**src/hw/rtl/lsar_pkg.sv**
```systemverilog
package lsar_pkg;

    // Default number of fraction bits of the lux result.
    localparam int LUX_FRAC_BITS_DEF = 8;

    // Field widths.
    localparam int CNT_W    = 16;
    localparam int LUX_OUT_W = 36;
    localparam int STAT_W   = 2;
    localparam int GAIN_W   = 2;
    localparam int TIME_W   = 3;
    localparam int IDX_W    = 3;
    localparam int CFG_W    = 16;
    localparam int IN_DATA_W  = 16;
    localparam int OUT_DATA_W = 48;

    // Internal datapath widths, sized for up to 16 fraction bits.
    localparam int DV_W   = 32;
    localparam int Q_W    = 23;
    localparam int QH_W   = 12;
    localparam int REM_W  = 10;
    localparam int X_W    = 25;
    localparam int LUX_W  = 48;
    localparam int MA_W   = 40;
    localparam int MB_W   = 32;
    localparam int P_W    = 64;

    // Step counter and microcode.
    localparam int STEP_W = 5;
    localparam int OP_W   = 4;

    // Largest shift contributions of the gain and time steps.
    localparam int GAIN_SHIFT_MAX = 3;
    localparam int TIME_SHIFT_MAX = 2;

    // Lux = count * 36 / 625 scaled by powers of two.
    localparam int CNT_SCALE  = 36;
    localparam int DIVISOR    = 625;
    localparam int ROUND_HALF = 312;
    localparam int REC_SHIFT  = 40;
    localparam longint RECIP  = (64'd1 << REC_SHIFT) / DIVISOR;

    // The corrected path works on lux with 8 fraction bits at gain 1/8, 25 ms.
    localparam int CORR_SHIFT = 13;
    localparam int CORR_ROUND_BITS = 32;

    // Quartic coefficients (Q.56 for a, b, c and Q.40 for d).
    localparam logic signed [P_W-1:0] CORR_A56 = 64'sd43332;
    localparam logic signed [P_W-1:0] CORR_B56 = 64'sd676793746;
    localparam logic signed [P_W-1:0] CORR_C56 = 64'sd5871829220000;
    localparam logic signed [P_W-1:0] CORR_D40 = 64'sd1102040504520;

    // Register indexes.
    localparam logic [IDX_W-1:0] REG_LOW_THRESHOLD  = 3'd0;
    localparam logic [IDX_W-1:0] REG_HIGH_THRESHOLD = 3'd1;
    localparam logic [IDX_W-1:0] REG_CORR_ENABLE    = 3'd2;
    localparam logic [IDX_W-1:0] REG_START_GAIN     = 3'd3;
    localparam logic [IDX_W-1:0] REG_START_TIME     = 3'd4;

    // Range status codes.
    localparam logic [STAT_W-1:0] STAT_GOOD   = 2'd0;
    localparam logic [STAT_W-1:0] STAT_DARK   = 2'd1;
    localparam logic [STAT_W-1:0] STAT_BRIGHT = 2'd2;

    // Gain and time step limits.
    localparam logic [GAIN_W-1:0] GAIN_MIN   = 2'd0;
    localparam logic [GAIN_W-1:0] GAIN_1X    = 2'd2;
    localparam logic [GAIN_W-1:0] GAIN_MAX   = 2'd3;
    localparam logic [TIME_W-1:0] TIME_MIN   = 3'd0;
    localparam logic [TIME_W-1:0] TIME_100MS = 3'd2;
    localparam logic [TIME_W-1:0] TIME_MAX   = 3'd5;

    // Datapath operations.
    localparam logic [OP_W-1:0] OP_NOP     = 4'd0;
    localparam logic [OP_W-1:0] OP_DMUL    = 4'd1;
    localparam logic [OP_W-1:0] OP_DEST    = 4'd2;
    localparam logic [OP_W-1:0] OP_DBACK   = 4'd3;
    localparam logic [OP_W-1:0] OP_DFIX    = 4'd4;
    localparam logic [OP_W-1:0] OP_SECOND  = 4'd5;
    localparam logic [OP_W-1:0] OP_COMBINE = 4'd6;
    localparam logic [OP_W-1:0] OP_QMA     = 4'd7;
    localparam logic [OP_W-1:0] OP_QADDB   = 4'd8;
    localparam logic [OP_W-1:0] OP_QMH     = 4'd9;
    localparam logic [OP_W-1:0] OP_QADDC   = 4'd10;
    localparam logic [OP_W-1:0] OP_QMS     = 4'd11;
    localparam logic [OP_W-1:0] OP_QADDD   = 4'd12;
    localparam logic [OP_W-1:0] OP_QROUND  = 4'd13;

    localparam logic [STEP_W-1:0] STEP_DONE = 5'd18;

    // One control word of the microprogram.
    typedef struct packed {
        logic [OP_W-1:0]   op;
        logic              skip;
        logic [STEP_W-1:0] target;
        logic              last;
    } cword_t;

    // Control from the sequencer to the datapath and the top level.
    typedef struct packed {
        logic            start;
        logic [OP_W-1:0] op;
        logic            done;
    } ctrl_t;

    // Microprogram: two divisions by 625, then the optional quartic.
    function automatic cword_t ucode(input logic [STEP_W-1:0] step);
        cword_t cw;
        cw = '{op: OP_NOP, skip: 1'b0, target: '0, last: 1'b0};
        unique case (step)
            5'd0:  cw.op = OP_DMUL;
            5'd1:  cw.op = OP_DEST;
            5'd2:  cw.op = OP_DBACK;
            5'd3:  cw.op = OP_DFIX;
            5'd4:  cw.op = OP_SECOND;
            5'd5:  cw.op = OP_DMUL;
            5'd6:  cw.op = OP_DEST;
            5'd7:  cw.op = OP_DBACK;
            5'd8:  cw.op = OP_DFIX;
            5'd9:
            begin
                cw.op = OP_COMBINE;
                cw.skip = 1'b1;
                cw.target = STEP_DONE;
            end
            5'd10: cw.op = OP_QMA;
            5'd11: cw.op = OP_QADDB;
            5'd12: cw.op = OP_QMH;
            5'd13: cw.op = OP_QADDC;
            5'd14: cw.op = OP_QMS;
            5'd15: cw.op = OP_QADDD;
            5'd16: cw.op = OP_QMS;
            5'd17: cw.op = OP_QROUND;
            default: cw.last = 1'b1;
        endcase
        return cw;
    endfunction

    // Power-of-two exponent contributed by each gain step.
    function automatic int gain_shift(input logic [GAIN_W-1:0] g);
        int s;
        unique case (g)
            2'd0: s = 3;
            2'd1: s = 2;
            2'd2: s = 0;
            2'd3: s = -1;
        endcase
        return s;
    endfunction

    // Power-of-two exponent contributed by each integration step.
    function automatic int time_shift(input logic [TIME_W-1:0] t);
        int s;
        unique case (t)
            3'd0: s = 2;
            3'd1: s = 1;
            3'd2: s = 0;
            3'd3: s = -1;
            3'd4: s = -2;
            default: s = -3;
        endcase
        return s;
    endfunction

endpackage

```
**src/hw/rtl/lsar_seq.sv**
```systemverilog
module lsar_seq
(
    input  logic                  clk,
    input  logic                  rst_n,
    input  logic                  start,
    input  logic                  out_free,
    input  logic                  corr_sel,
    output logic                  busy,
    output lsar_pkg::ctrl_t       ctrl
);

    logic [lsar_pkg::STEP_W-1:0] step_reg;
    logic [lsar_pkg::STEP_W-1:0] step_next;
    logic                        busy_reg;
    logic                        busy_next;
    lsar_pkg::cword_t            cw;

    // Fetch the control word of the current step.
    assign cw = lsar_pkg::ucode(step_reg);
    assign busy = busy_reg;

    // Drive the datapath from the control word.
    always_comb
    begin
        ctrl.start = start;
        ctrl.op    = busy_reg ? cw.op : lsar_pkg::OP_NOP;
        ctrl.done  = busy_reg && cw.last && out_free;
    end

    // Step counter with a conditional jump; the last step waits for the output.
    always_comb
    begin
        step_next = step_reg;
        busy_next = busy_reg;
        if (start)
        begin
            busy_next = 1'b1;
            step_next = '0;
        end
        else if (busy_reg)
        begin
            if (cw.last)
            begin
                if (out_free)
                begin
                    busy_next = 1'b0;
                end
            end
            else if (cw.skip && !corr_sel)
            begin
                step_next = cw.target;
            end
            else
            begin
                step_next = step_reg + 1'b1;
            end
        end
    end

    always_ff @(posedge clk or negedge rst_n)
    begin
        if (!rst_n)
        begin
            step_reg <= '0;
            busy_reg <= 1'b0;
        end
        else
        begin
            step_reg <= step_next;
            busy_reg <= busy_next;
        end
    end

endmodule

```
**src/hw/rtl/lsar_dp.sv**
```systemverilog
module lsar_dp
#(
    parameter int LUX_FRAC_BITS = lsar_pkg::LUX_FRAC_BITS_DEF
)
(
    input  logic                            clk,
    input  logic                            rst_n,
    input  lsar_pkg::ctrl_t                 ctrl,
    input  logic [lsar_pkg::CNT_W-1:0]      count,
    input  logic [lsar_pkg::GAIN_W-1:0]     gain_step,
    input  logic [lsar_pkg::TIME_W-1:0]     time_step,
    input  logic                            corr_enable,
    output logic                            corr_sel,
    output logic [lsar_pkg::LUX_W-1:0]      lux
);

    localparam int SH_MAX = lsar_pkg::GAIN_SHIFT_MAX + lsar_pkg::TIME_SHIFT_MAX + LUX_FRAC_BITS;
    localparam int SH_W   = $clog2(SH_MAX + 1);
    localparam int RSH    = lsar_pkg::CORR_ROUND_BITS - LUX_FRAC_BITS;
    localparam logic [lsar_pkg::P_W-1:0] RND = 64'd1 << (RSH - 1);

    logic [lsar_pkg::DV_W-1:0]           dv_reg;
    logic [lsar_pkg::Q_W-1:0]            q_reg;
    logic [lsar_pkg::QH_W-1:0]           qh_reg;
    logic [lsar_pkg::REM_W-1:0]          r_reg;
    logic [SH_W-1:0]                     sh_reg;
    logic [lsar_pkg::X_W-1:0]            x_reg;
    logic [lsar_pkg::LUX_W-1:0]          lux_reg;
    logic signed [lsar_pkg::P_W-1:0]     p_reg;
    logic signed [lsar_pkg::P_W-1:0]     h_reg;
    logic                                corr_reg;

    logic signed [lsar_pkg::MA_W-1:0]    mul_a;
    logic signed [lsar_pkg::MB_W-1:0]    mul_b;
    logic signed [lsar_pkg::MA_W+lsar_pkg::MB_W-1:0] prod;
    logic signed [lsar_pkg::P_W-1:0]     h_hi;
    logic signed [lsar_pkg::P_W-1:0]     p_lo;
    logic [lsar_pkg::REM_W:0]            rem;
    logic                                rem_big;
    logic [lsar_pkg::LUX_W-1:0]          combined;
    logic [lsar_pkg::P_W-1:0]            y_round;
    int                                  sh_int;
    logic                                sel_now;

    assign corr_sel = corr_reg;
    assign lux      = lux_reg;

    // Shift amount and path choice for the item being loaded.
    always_comb
    begin
        sel_now = corr_enable && (gain_step == lsar_pkg::GAIN_MIN)
                  && (time_step == lsar_pkg::TIME_MIN);
        sh_int = lsar_pkg::gain_shift(gain_step) + lsar_pkg::time_shift(time_step)
                 + LUX_FRAC_BITS;
        if (sel_now)
        begin
            sh_int = lsar_pkg::CORR_SHIFT;
        end
        else if (sh_int < 0)
        begin
            sh_int = 0;
        end
    end

    // Shared signed multiplier with operand selection by operation.
    always_comb
    begin
        h_hi  = h_reg >>> 16;
        mul_a = '0;
        mul_b = '0;
        unique case (ctrl.op)
            lsar_pkg::OP_DMUL:
            begin
                mul_a = $signed(lsar_pkg::MA_W'(dv_reg));
                mul_b = $signed(lsar_pkg::MB_W'(lsar_pkg::RECIP));
            end
            lsar_pkg::OP_DBACK:
            begin
                mul_a = $signed(lsar_pkg::MA_W'(q_reg));
                mul_b = $signed(lsar_pkg::MB_W'(lsar_pkg::DIVISOR));
            end
            lsar_pkg::OP_QMA:
            begin
                mul_a = lsar_pkg::CORR_A56[lsar_pkg::MA_W-1:0];
                mul_b = $signed(lsar_pkg::MB_W'(x_reg));
            end
            lsar_pkg::OP_QMH:
            begin
                mul_a = h_reg[lsar_pkg::MA_W-1:0];
                mul_b = $signed(lsar_pkg::MB_W'(x_reg));
            end
            lsar_pkg::OP_QMS:
            begin
                mul_a = h_hi[lsar_pkg::MA_W-1:0];
                mul_b = $signed(lsar_pkg::MB_W'(x_reg));
            end
            default:
            begin
                mul_a = '0;
                mul_b = '0;
            end
        endcase
        prod = mul_a * mul_b;
    end

    // Remainder check, recombination and final rounding.
    always_comb
    begin
        rem      = dv_reg[lsar_pkg::REM_W:0] - p_reg[lsar_pkg::REM_W:0];
        rem_big  = rem >= (lsar_pkg::REM_W + 1)'(lsar_pkg::DIVISOR);
        combined = (lsar_pkg::LUX_W'(qh_reg) << sh_reg) + lsar_pkg::LUX_W'(q_reg);
        p_lo     = p_reg >>> 8;
        y_round  = $unsigned(p_reg) + RND;
    end

    always_ff @(posedge clk or negedge rst_n)
    begin
        if (!rst_n)
        begin
            corr_reg <= 1'b0;
        end
        else if (ctrl.start)
        begin
            corr_reg <= sel_now;
        end
    end

    // Datapath registers, one operation per step.
    always_ff @(posedge clk)
    begin
        if (ctrl.start)
        begin
            dv_reg <= lsar_pkg::DV_W'(count) * lsar_pkg::DV_W'(lsar_pkg::CNT_SCALE);
            sh_reg <= SH_W'(sh_int);
        end
        else
        begin
            unique case (ctrl.op)
                lsar_pkg::OP_DMUL, lsar_pkg::OP_DBACK, lsar_pkg::OP_QMA,
                lsar_pkg::OP_QMH, lsar_pkg::OP_QMS:
                begin
                    p_reg <= prod[lsar_pkg::P_W-1:0];
                end
                lsar_pkg::OP_DEST:
                begin
                    q_reg <= p_reg[lsar_pkg::REC_SHIFT +: lsar_pkg::Q_W];
                end
                lsar_pkg::OP_DFIX:
                begin
                    if (rem_big)
                    begin
                        q_reg <= q_reg + 1'b1;
                        r_reg <= lsar_pkg::REM_W'(rem - (lsar_pkg::REM_W + 1)'(lsar_pkg::DIVISOR));
                    end
                    else
                    begin
                        r_reg <= rem[lsar_pkg::REM_W-1:0];
                    end
                end
                lsar_pkg::OP_SECOND:
                begin
                    qh_reg <= q_reg[lsar_pkg::QH_W-1:0];
                    dv_reg <= (lsar_pkg::DV_W'(r_reg) << sh_reg)
                              + lsar_pkg::DV_W'(lsar_pkg::ROUND_HALF);
                end
                lsar_pkg::OP_COMBINE:
                begin
                    lux_reg <= combined;
                    x_reg   <= combined[lsar_pkg::X_W-1:0];
                end
                lsar_pkg::OP_QADDB:
                begin
                    h_reg <= p_lo - lsar_pkg::CORR_B56;
                end
                lsar_pkg::OP_QADDC:
                begin
                    h_reg <= p_lo + lsar_pkg::CORR_C56;
                end
                lsar_pkg::OP_QADDD:
                begin
                    h_reg <= p_lo + lsar_pkg::CORR_D40;
                end
                lsar_pkg::OP_QROUND:
                begin
                    if (p_reg[lsar_pkg::P_W-1])
                    begin
                        lux_reg <= '0;
                    end
                    else
                    begin
                        lux_reg <= lsar_pkg::LUX_W'(y_round >> RSH);
                    end
                end
                default:
                begin
                end
            endcase
        end
    end

endmodule

```
**src/hw/rtl/light_sensor_auto_range.sv**
```systemverilog
// Ambient light auto-ranging. Each input item carries one raw 16-bit count taken
// at the current gain and integration step; the result item gives lux (unsigned,
// LUX_FRAC_BITS fraction bits, saturated to 36 bits), the range status and the
// gain and time steps to use for the next reading. A short microprogram runs
// the work on one shared multiplier: two divisions by 625 through a reciprocal
// and a remainder fix, and, when correction is enabled at gain 1/8 and 25 ms,
// a quartic evaluated in eight more steps. A new item is not accepted until the
// previous one has passed its result step; the result step holds while a
// previous result is still waiting on the output.
// Writing the start gain or start time register loads the live step at once.
module light_sensor_auto_range
#(
    parameter int LUX_FRAC_BITS = lsar_pkg::LUX_FRAC_BITS_DEF
)
(
    input  logic                               clk,
    input  logic                               rst_n,
    // raw_count[15:0]
    input  logic [lsar_pkg::IN_DATA_W-1:0]     s_tdata,
    input  logic                               s_tvalid,
    output logic                               s_tready,
    // lux_q8[35:0], range_status[37:36], next_gain_step[39:38],
    // next_time_step[42:40], zero[47:43]
    output logic [lsar_pkg::OUT_DATA_W-1:0]    m_tdata,
    output logic                               m_tvalid,
    input  logic                               m_tready,
    input  logic                               cfg_we,
    input  logic [lsar_pkg::IDX_W-1:0]         cfg_index,
    input  logic [lsar_pkg::CFG_W-1:0]         cfg_data
);

    localparam logic [lsar_pkg::LUX_W-1:0] LUX_SAT = (lsar_pkg::LUX_W'(1) << lsar_pkg::LUX_OUT_W) - 1'b1;

    logic [lsar_pkg::CNT_W-1:0]      low_reg;
    logic [lsar_pkg::CNT_W-1:0]      high_reg;
    logic                            corr_en_reg;
    logic [lsar_pkg::GAIN_W-1:0]     gain_reg;
    logic [lsar_pkg::GAIN_W-1:0]     gain_next;
    logic [lsar_pkg::TIME_W-1:0]     time_reg;
    logic [lsar_pkg::TIME_W-1:0]     time_next;
    logic [lsar_pkg::TIME_W-1:0]     time_wr;
    logic [lsar_pkg::CNT_W-1:0]      cnt_reg;
    logic                            m_tvalid_reg;
    logic [lsar_pkg::OUT_DATA_W-1:0] m_tdata_reg;

    logic                            busy;
    logic                            accept;
    logic                            out_free;
    logic                            corr_sel;
    logic [lsar_pkg::LUX_W-1:0]      lux_wide;
    logic [lsar_pkg::LUX_OUT_W-1:0]  lux_sat;
    logic [lsar_pkg::STAT_W-1:0]     status;
    lsar_pkg::ctrl_t                 ctrl;

    assign s_tready = !busy;
    assign accept   = s_tvalid && !busy;
    assign out_free = !m_tvalid_reg || m_tready;
    assign m_tvalid = m_tvalid_reg;
    assign m_tdata  = m_tdata_reg;

    lsar_seq u_seq
    (
        .clk      (clk),
        .rst_n    (rst_n),
        .start    (accept),
        .out_free (out_free),
        .corr_sel (corr_sel),
        .busy     (busy),
        .ctrl     (ctrl)
    );

    lsar_dp
    #(
        .LUX_FRAC_BITS (LUX_FRAC_BITS)
    )
    u_dp
    (
        .clk         (clk),
        .rst_n       (rst_n),
        .ctrl        (ctrl),
        .count       (s_tdata[lsar_pkg::CNT_W-1:0]),
        .gain_step   (gain_reg),
        .time_step   (time_reg),
        .corr_enable (corr_en_reg),
        .corr_sel    (corr_sel),
        .lux         (lux_wide)
    );

    // Saturate lux to the output field.
    assign lux_sat = (lux_wide > LUX_SAT) ? LUX_SAT[lsar_pkg::LUX_OUT_W-1:0]
                                          : lux_wide[lsar_pkg::LUX_OUT_W-1:0];

    // A start time above 800 ms is held at 800 ms.
    assign time_wr = (cfg_data[lsar_pkg::TIME_W-1:0] > lsar_pkg::TIME_MAX)
                     ? lsar_pkg::TIME_MAX : cfg_data[lsar_pkg::TIME_W-1:0];

    // Range decision: too dark raises sensitivity, too bright lowers it.
    always_comb
    begin
        gain_next = gain_reg;
        time_next = time_reg;
        status    = lsar_pkg::STAT_GOOD;
        if (cnt_reg < low_reg)
        begin
            status = lsar_pkg::STAT_DARK;
            priority if (time_reg < lsar_pkg::TIME_100MS)
            begin
                time_next = time_reg + 1'b1;
            end
            else if (gain_reg < lsar_pkg::GAIN_MAX)
            begin
                gain_next = gain_reg + 1'b1;
            end
            else if (time_reg < lsar_pkg::TIME_MAX)
            begin
                time_next = time_reg + 1'b1;
            end
        end
        else if (cnt_reg > high_reg)
        begin
            status = lsar_pkg::STAT_BRIGHT;
            priority if (time_reg > lsar_pkg::TIME_100MS)
            begin
                time_next = time_reg - 1'b1;
            end
            else if (gain_reg > lsar_pkg::GAIN_MIN)
            begin
                gain_next = gain_reg - 1'b1;
            end
            else if (time_reg > lsar_pkg::TIME_MIN)
            begin
                time_next = time_reg - 1'b1;
            end
        end
    end

    // Configuration registers and the live gain and time steps.
    always_ff @(posedge clk or negedge rst_n)
    begin
        if (!rst_n)
        begin
            low_reg     <= lsar_pkg::CNT_W'(100);
            high_reg    <= lsar_pkg::CNT_W'(10000);
            corr_en_reg <= 1'b0;
            gain_reg    <= lsar_pkg::GAIN_1X;
            time_reg    <= lsar_pkg::TIME_100MS;
        end
        else if (cfg_we)
        begin
            unique case (cfg_index)
                lsar_pkg::REG_LOW_THRESHOLD:  low_reg     <= cfg_data;
                lsar_pkg::REG_HIGH_THRESHOLD: high_reg    <= cfg_data;
                lsar_pkg::REG_CORR_ENABLE:    corr_en_reg <= cfg_data[0];
                lsar_pkg::REG_START_GAIN:     gain_reg    <= cfg_data[lsar_pkg::GAIN_W-1:0];
                lsar_pkg::REG_START_TIME:     time_reg    <= time_wr;
                default:
                begin
                end
            endcase
        end
        else if (ctrl.done)
        begin
            gain_reg <= gain_next;
            time_reg <= time_next;
        end
    end

    // Count held for the range decision.
    always_ff @(posedge clk)
    begin
        if (accept)
        begin
            cnt_reg <= s_tdata[lsar_pkg::CNT_W-1:0];
        end
    end

    // Output register.
    always_ff @(posedge clk or negedge rst_n)
    begin
        if (!rst_n)
        begin
            m_tvalid_reg <= 1'b0;
        end
        else if (ctrl.done)
        begin
            m_tvalid_reg <= 1'b1;
        end
        else if (m_tready)
        begin
            m_tvalid_reg <= 1'b0;
        end
    end

    always_ff @(posedge clk)
    begin
        if (ctrl.done)
        begin
            m_tdata_reg <= {5'b0, time_next, gain_next, status, lux_sat};
        end
    end

endmodule
```
**config.mk**
```make
export PLATFORM = sky130hd
export DESIGN_NAME = light_sensor_auto_range
export DESIGN_NICKNAME = d
export VERILOG_FILES = /design/src/hw/rtl/lsar_pkg.sv /design/src/hw/rtl/lsar_seq.sv /design/src/hw/rtl/lsar_dp.sv /design/src/hw/rtl/light_sensor_auto_range.sv
export SDC_FILE = /design/constraint.sdc
export NUM_CORES = 2
export LEC_CHECK = 0
export BUFFER_PORTS_ARGS = -buffer_cell sky130_fd_sc_hd__buf_4
export CORE_UTILIZATION = 30
export DETAILED_ROUTE_END_ITERATION = 10
export HOLD_SLACK_MARGIN = 0.1
export MAX_ROUTING_LAYER = met4
export SLEW_MARGIN = 20
export SYNTH_ARGS = -nofsm -noshare
export SYNTH_HDL_FRONTEND = slang
export SYNTH_SLANG_ARGS = --single-unit
```
**constraint.sdc**
```tcl
create_clock -name clk -period 10.2 [get_ports clk]
set_clock_uncertainty 0.2 [all_clocks]
set_input_delay 0.51 -clock clk [delete_from_list [all_inputs] [get_ports clk]]
set_output_delay 0.51 -clock clk [all_outputs]
set_load 0.1 [all_outputs]
```
Word level (Yosys, flattened, before mapping)
Cells that the tools add are included.
- word-level logic and storage cells: 194
- input bits: 40
- flip-flop bits (word level): 379
- output and inout bits: 50
- reduce and logical (&&, ||, !) cells: 44
- bitwise logic cells: 1
- eq/ne operators: 44
- order comparisons: 12
- add/subtract/negate cells: 16
- multiply operators: 2
- shift-type cells: 2
- mux-type cells: 49
- operators by type and width (cell ; number):
    one-hot mux 40 bit (5 select lines) ; 1
    one-hot mux 56 bit (3 select lines) ; 1
    one-hot mux 32 bit (5 select lines) ; 1
    one-hot mux 32 bit (4 select lines) ; 1
    one-hot mux 48 bit (2 select lines) ; 1
    one-hot mux 31 bit (3 select lines) ; 1
    adder 64 x 24 -> 64 bit, second input constant ; 1
    multiplier 40 x 32 -> 64 bit ; 1
    adder 56 x 42 -> 56 bit, second input constant ; 1
    adder 56 x 44 -> 56 bit, second input constant ; 1
    subtractor 56 x 31 -> 56 bit, second input constant ; 1
    one-hot mux 4 bit (13 select lines) ; 1
    adder 48 x 23 -> 48 bit ; 1
    greater-than comparator 48 x 36 -> 1 bit, second input constant ; 1
    left shift 12 x 4 -> 48 bit ; 1
    one-hot mux 23 bit (2 select lines) ; 1
    2-to-1 mux 22 bit ; 2
    equality test 5 x 4 -> 1 bit, second input constant ; 8
    2-to-1 mux 40 bit ; 1
    2-to-1 mux 3 bit ; 12
    adder 32 bit ; 1
    adder 32 x 5 -> 32 bit, second input constant ; 1
    adder 32 x 9 -> 32 bit, second input constant ; 1
    < comparator 32 x 1 -> 1 bit, second input constant ; 1
    other kinds (56) ; 127

Longest topological paths before layout
- depth after elaboration: 8
- depth in mapped cells: 43
- depth with buffers taken out: 39

Modules after synthesis
A second synthesis with hierarchy kept.
- cells, all modules: 6771
- area total of the unflattened synthesis: 61446.4 um^2
- by module, submodules not included (module ; area each (um^2) ; seq. area each (um^2) ; cells an instance ; times used):
    lsar_dp ; 56152.6 ; 7772.5 ; 6283 ; 1
    light_sensor_auto_range ; 4682.0 ; 2760.1 ; 412 ; 1
    lsar_seq ; 611.8 ; 150.1 ; 76 ; 1

Worst setup path before layout
Ideal clock, no wire load.
- kind: flip-flop to flip-flop
- start point: register u_seq.step_reg[0] in the netlist's numbering
- end point: register u_dp.p_reg[59] in the netlist's numbering, data pin
- buffers on the path: 3
- period minus slack after synthesis: 9.945 ns
- stages on the path, launching flop included: 38
- arrival time: 9.608 ns
- library setup time: 0.138 ns
- data required time: 9.862 ns
- path slack: 0.255 ns
- cell sequence: dfrtp_1 > inv_1 > ha_1 > or2_1 > o31ai_1 > a21oi_1 > nand2_2 > nor3_4 > and2_1 > buf_4 > a22o_1 > a211oi_2 > buf_2 > nor2_1 > fa_1 > fa_1 > fa_1 > inv_1 > [... 2 more ...] > fa_1 > fa_1 > fa_1 > inv_1 > fa_1 > inv_1 > ha_1 > buf_2 > a21o_1 > a221oi_2 > a21oi_1 > or2_0 > o31a_1 > o31ai_1 > o211a_1 > o21ai_2 > or4_1 > nand4_1
- longest elaborated chain between the ends: 8
- elaborated cells between the ends (all ways): 34
- those cells by class: mul (1); eq/ne (22); mux (4); reduce/logical (7)
- ends and longest elaborated chain (element ; line ; RTL):
    from (decl) ; lsar_seq.sv:12 ; logic [lsar_pkg::STEP_W-1:0] step_reg;
    from (signal assigned) ; lsar_seq.sv:69 ; step_reg <= step_next;
    equality test 5 x 4 -> 1 bit (tied with other cells) ; lsar_pkg.sv:110 ; unique case (step)
    OR reduction 2 bit (no line) ; n/a ;
    one-hot mux 4 bit (13 select lines) (*) ; lsar_pkg.sv:110 ;
    2-to-1 mux 4 bit (*) ; lsar_seq.sv:26 ; ctrl.op = busy_reg ? cw.op : lsar_pkg::OP_NOP;
    equality test 4 x 3 -> 1 bit or equality test 4 bit (tied branches) ; lsar_dp.sv:71 ; unique case (ctrl.op)
    OR reduction 3 bit (no line) ; n/a ;
    one-hot mux 31 bit (3 select lines) ; lsar_dp.sv:71 ;
    multiplier 40 x 32 -> 64 bit (*) ; lsar_dp.sv:103 ; prod = mul_a * mul_b;
    via u_dp.prod (one bit) ; lsar_dp.sv:35 ; logic signed [lsar_pkg::MA_W+lsar_pkg::MB_W-1:0] prod;
    to (signal assigned) ; lsar_dp.sv:142 ; p_reg <= prod[lsar_pkg::P_W-1:0];
    to (decl) ; lsar_dp.sv:29 ; logic signed [lsar_pkg::P_W-1:0] p_reg;
Mark *: on every way through the listed nets, which the timed path passes. The rest lies on a longest branch.
A chain may end at the register's enable or synchronous reset.

Final worst setup path
- start point: register u_seq.step_reg[0] in the netlist's numbering
- end point: register u_dp.p_reg[57] in the netlist's numbering, data pin
Same word-level chain as after synthesis.

==> metrics.cfg <==
[pwr]
leakage_power_nw = 33.8
cellPowerDensity_nw_per_um2 = 331
report.power.total_w = 0.0250
irDropWorstVdd_v = 0.000239

[floorplan]
core-area_um2 = 203000
start_util = 0.303
dieArea_um2 = 206000
design.portCount = 90
std_cell_rows = 165
die_y_um = 454
floorplan.die.width_um = 454

[worst_setup_path]
crit_top_cell = sky130_fd_sc_hd__fa_1
timing.critical_path.arrival_ns = 10.47
cp_slowest_stage_delay_ns = 0.62
worstPathMaxFanout = 6
r2r_end = u_dp.p_reg[57]
critPathRequiredTime_ns = 10.43
rr_worst_depth = 40
regToRegStartpoint = u_seq.step_reg[0]
worst-setup-path-type = reg -> reg
critical_path.slowest_cell = sky130_fd_sc_hd__fa_2
worst_setup_path_start_kind = flip-flop
end_kind = flip-flop
worst-r2r-setup-slack_ns = -0.04

[route]
mean_number_of_vias_per_cell = 4.99
drt_pre_antenna_iters = 6
total_detailed_routing_wirelength_um = 219000
final_routed_wire_length_divided_by_cell_count_um = 21.6
drc = 0
route.vias.total = 50600
first_iter_violations = 4460
antenna_violating_nets_post_route = 0

[synthesis]
ys_dominant_reg_cell = sky130_fd_sc_hd__edfxtp_1
yosys_register_bits = 365
yosys_warning_total = 0
netlist_instances = 6749
synth_edf_count = 313
ys_seq_area_frac = 0.174
postSynth.asyncResetShare = 0.126
yosysUniqueCellTypes = 99
mappedNetlistArea_um2 = 61400
syn_area_per_cell_um2 = 9.10

[worst_hold_path]
worst_hold_path.endpoint = corr_en_reg
worst_hold_path.num_cells = 3
hold_sp = cfg_index[2]
hold_path.class = in -> reg

[timing]
final_tns_setup_ns = -0.0371
hold_viol = 0
part_of_the_cycle_the_worst_path_needs = 1.00
transition_time_at_the_pin_with_the_least_slew_margin_ns = 1.11
final_period_minus_worst_setup_slack_ns = 10.24
grt_setup_unrepaired = true
maxClockFrequency_mhz = 97.7
setup_slack_ns = -0.0371
maxSlewViolCount = 0
final-setup-viol-count = 1
max-slew-margin-rel = 0.248

[final_layout]
drive_above_1_share = 0.195
design.final.nets = 8950
flow.area_growth_from_synthesis_pct = 22.8
largest_register_ff_count = 64

[grt]
grt_pass1_vias = 52400
grt_use_total = 0.219
grt_max_degree = 65
grt_overflow = 0
grt_first_pass_wirelength_um = 331000
initial_antenna_violation_count = 3

[cts]
clk_pin_slew_worst_paths_ns = 0.07
cts_inserted_buffers = 39
cts.sink_count = 365
cts_root_buffer = sky130_fd_sc_hd__clkbuf_16
clock_tree_from_tritoncts = yes
cts-htree-levels = 2
clk_path_buf_depth = 3
clkLatencyLatePin_ns = 0.58

[outcome]
failed_checks = setup timing
run_status = finished, violations left

[placed_design]
port_buffers = 84
hpwl_dp_um = 183000
weighted_congestion_at_the_end_of_routability_driven_global_placement = 0.993

[flow_run]
drv.max_cap_violation_count = 0

==> cell usage after synthesis, types with 19 or more instances <==
library cell,n,share of area
sky130_fd_sc_hd__nor3_1,67,0.0055
sky130_fd_sc_hd__nand3_1,105,0.0086
sky130_fd_sc_hd__edfxtp_1,313,0.15
sky130_fd_sc_hd__a21o_1,65,0.0079
sky130_fd_sc_hd__nand4_1,42,0.0043
sky130_fd_sc_hd__a21oi_1,204,0.017
sky130_fd_sc_hd__and3_1,39,0.0040
sky130_fd_sc_hd__clkbuf_1,189,0.012
sky130_fd_sc_hd__nand2_1,472,0.029
sky130_fd_sc_hd__fa_1,1085,0.35
sky130_fd_sc_hd__o31ai_1,32,0.0039
sky130_fd_sc_hd__o211ai_1,22,0.0027
sky130_fd_sc_hd__or2_2,42,0.0043
sky130_fd_sc_hd__o22ai_1,56,0.0057
sky130_fd_sc_hd__a211oi_1,19,0.0023
sky130_fd_sc_hd__a31oi_1,23,0.0023
sky130_fd_sc_hd__xnor2_1,158,0.023
sky130_fd_sc_hd__a22oi_1,26,0.0032
sky130_fd_sc_hd__buf_1,22,0.0013
sky130_fd_sc_hd__a22o_1,26,0.0037
sky130_fd_sc_hd__inv_1,1343,0.082
sky130_fd_sc_hd__nor2_1,1019,0.062
sky130_fd_sc_hd__nand2b_1,104,0.011
sky130_fd_sc_hd__or3_1,27,0.0028
sky130_fd_sc_hd__xor2_1,88,0.013
sky130_fd_sc_hd__and2_1,26,0.0026
sky130_fd_sc_hd__ha_1,385,0.078
sky130_fd_sc_hd__nor2b_1,20,0.0020
sky130_fd_sc_hd__mux2i_1,38,0.0062
sky130_fd_sc_hd__o21ai_0,201,0.016
sky130_fd_sc_hd__o21a_1,22,0.0027
sky130_fd_sc_hd__dfrtp_1,36,0.015
sky130_fd_sc_hd__buf_2,107,0.0087
==> through the flow <==
| stage | std cells | area, µm² | hold slack, ns | worst slack (ns) | util |
|---|---|---|---|---|---|
| 5_1_grt | 10100 | 75400 | 0.124 | -0.298 | 0.372 |
| 2_1_floorplan | 6777 | 61500 | 0.0144 | 0.255 | - |
| 3_5_place_dp | 9944 | 71000 | 0.253 | -0.881 | 0.350 |
| 4_1_cts | 10100 | 73700 | 0.109 | -0.0150 | 0.364 |
| 6_report | 10100 | 75400 | 0.133 | -0.0371 | 0.372 |
| 3_3_place_gp | 9944 | 71000 | 0.263 | -0.835 | 0.350 |
==> kinds of logic after synthesis <==
kind of cell,after synthesis,synth area share
compound gates,893,0.0985
xor+xnor,246,0.0351
fa+ha+maj,1470,0.432
buf+inv,1684,0.107
flops,365,0.174
mux,50,0.00840
other cells,2,0.000122
simple gates,2039,0.145
==> worst max-delay path by stage <==
stage | slack, ns | startpoint | cells after the start | end
after floorplan | 0.25 | u_seq.step_reg[0] | 37 | u_dp.p_reg[59]
after global placement | -0.83 | u_seq.step_reg[0] | 37 | u_dp.p_reg[62]
after detailed placement | -0.88 | u_seq.step_reg[0] | 43 | u_dp.p_reg[63]
after CTS | -0.01 | u_seq.step_reg[0] | 40 | u_dp.p_reg[59]
after global routing | -0.30 | u_seq.step_reg[0] | 42 | u_dp.p_reg[57]
final | -0.04 | u_seq.step_reg[0] | 40 | u_dp.p_reg[57]
==> power breakdown <==
group          total [W]  switching (W)  internal, W
clock network    0.00153       0.000653     0.000874
logic             0.0199         0.0119      0.00807
registers        0.00353       0.000838      0.00269
total             0.0250         0.0133       0.0116
==> worst max-delay path: cells and delay by family (launching register included) <==
family | cells | cell delay (ns)
AOI/OAI and AO/OA | 9 | 1.56
adders and majority gates | 11 | 4.79
buffers and inverters | 13 | 1.54
DFF | 1 | 0.47
and+or+nand+nor | 7 | 1.49
==> repair_timing <==
item                       CTS  global route
gates cloned                 2             4
hold buffers                36             0
hold endpoints to repair    90             0
pin swaps                   80           148
setup buffers               41            47
setup endpoints to repair   28            27
resized for setup          150           290
==> layout by cell type, fill, tap and decap left out, drive strengths merged, types with 28 or more instances in the layout <==
master	instances
nor2	1031
buf	919
mux2i	38
a22oi	31
clkbuf	48
a211oi	30
o31ai	34
a21oi	211
edfxtp	313
nand3	105
o21ai	215
or2	49
conb	30
nor3	69
ha	385
a21o	65
and3	39
nand2	473
nand4	42
dfrtp	36
xor2	88
dlygate4sd3	36
inv	1348
or3	28
fa	1085
o22ai	56
nand2b	104
xnor2	158
==> routing by layer <==
metal | wire length, µm | global-route usage | part of all wire
met1 | 92100 | 0.286 | 0.42
met2 | 103000 | 0.353 | 0.47
met3 | 13600 | 0.0251 | 0.062
met4 | 9780 | 0.0741 | 0.045
met5 | 0 | - | 0
==> layout make-up <==
type                            instances  area [µm²]
Fill cell                           20500      127000
Multi-Input combinational cell       4728       46000
Sequential cell                       365       10700
Timing Repair Buffer                  961        8940
Inverter                             1345        5050
Tap cell                             2672        3340
Clock buffer                           44        1050
Clock inverter                         26         292
Antenna cell                            1        2.50
No activity file was read; power rests on OpenSTA's default activity.
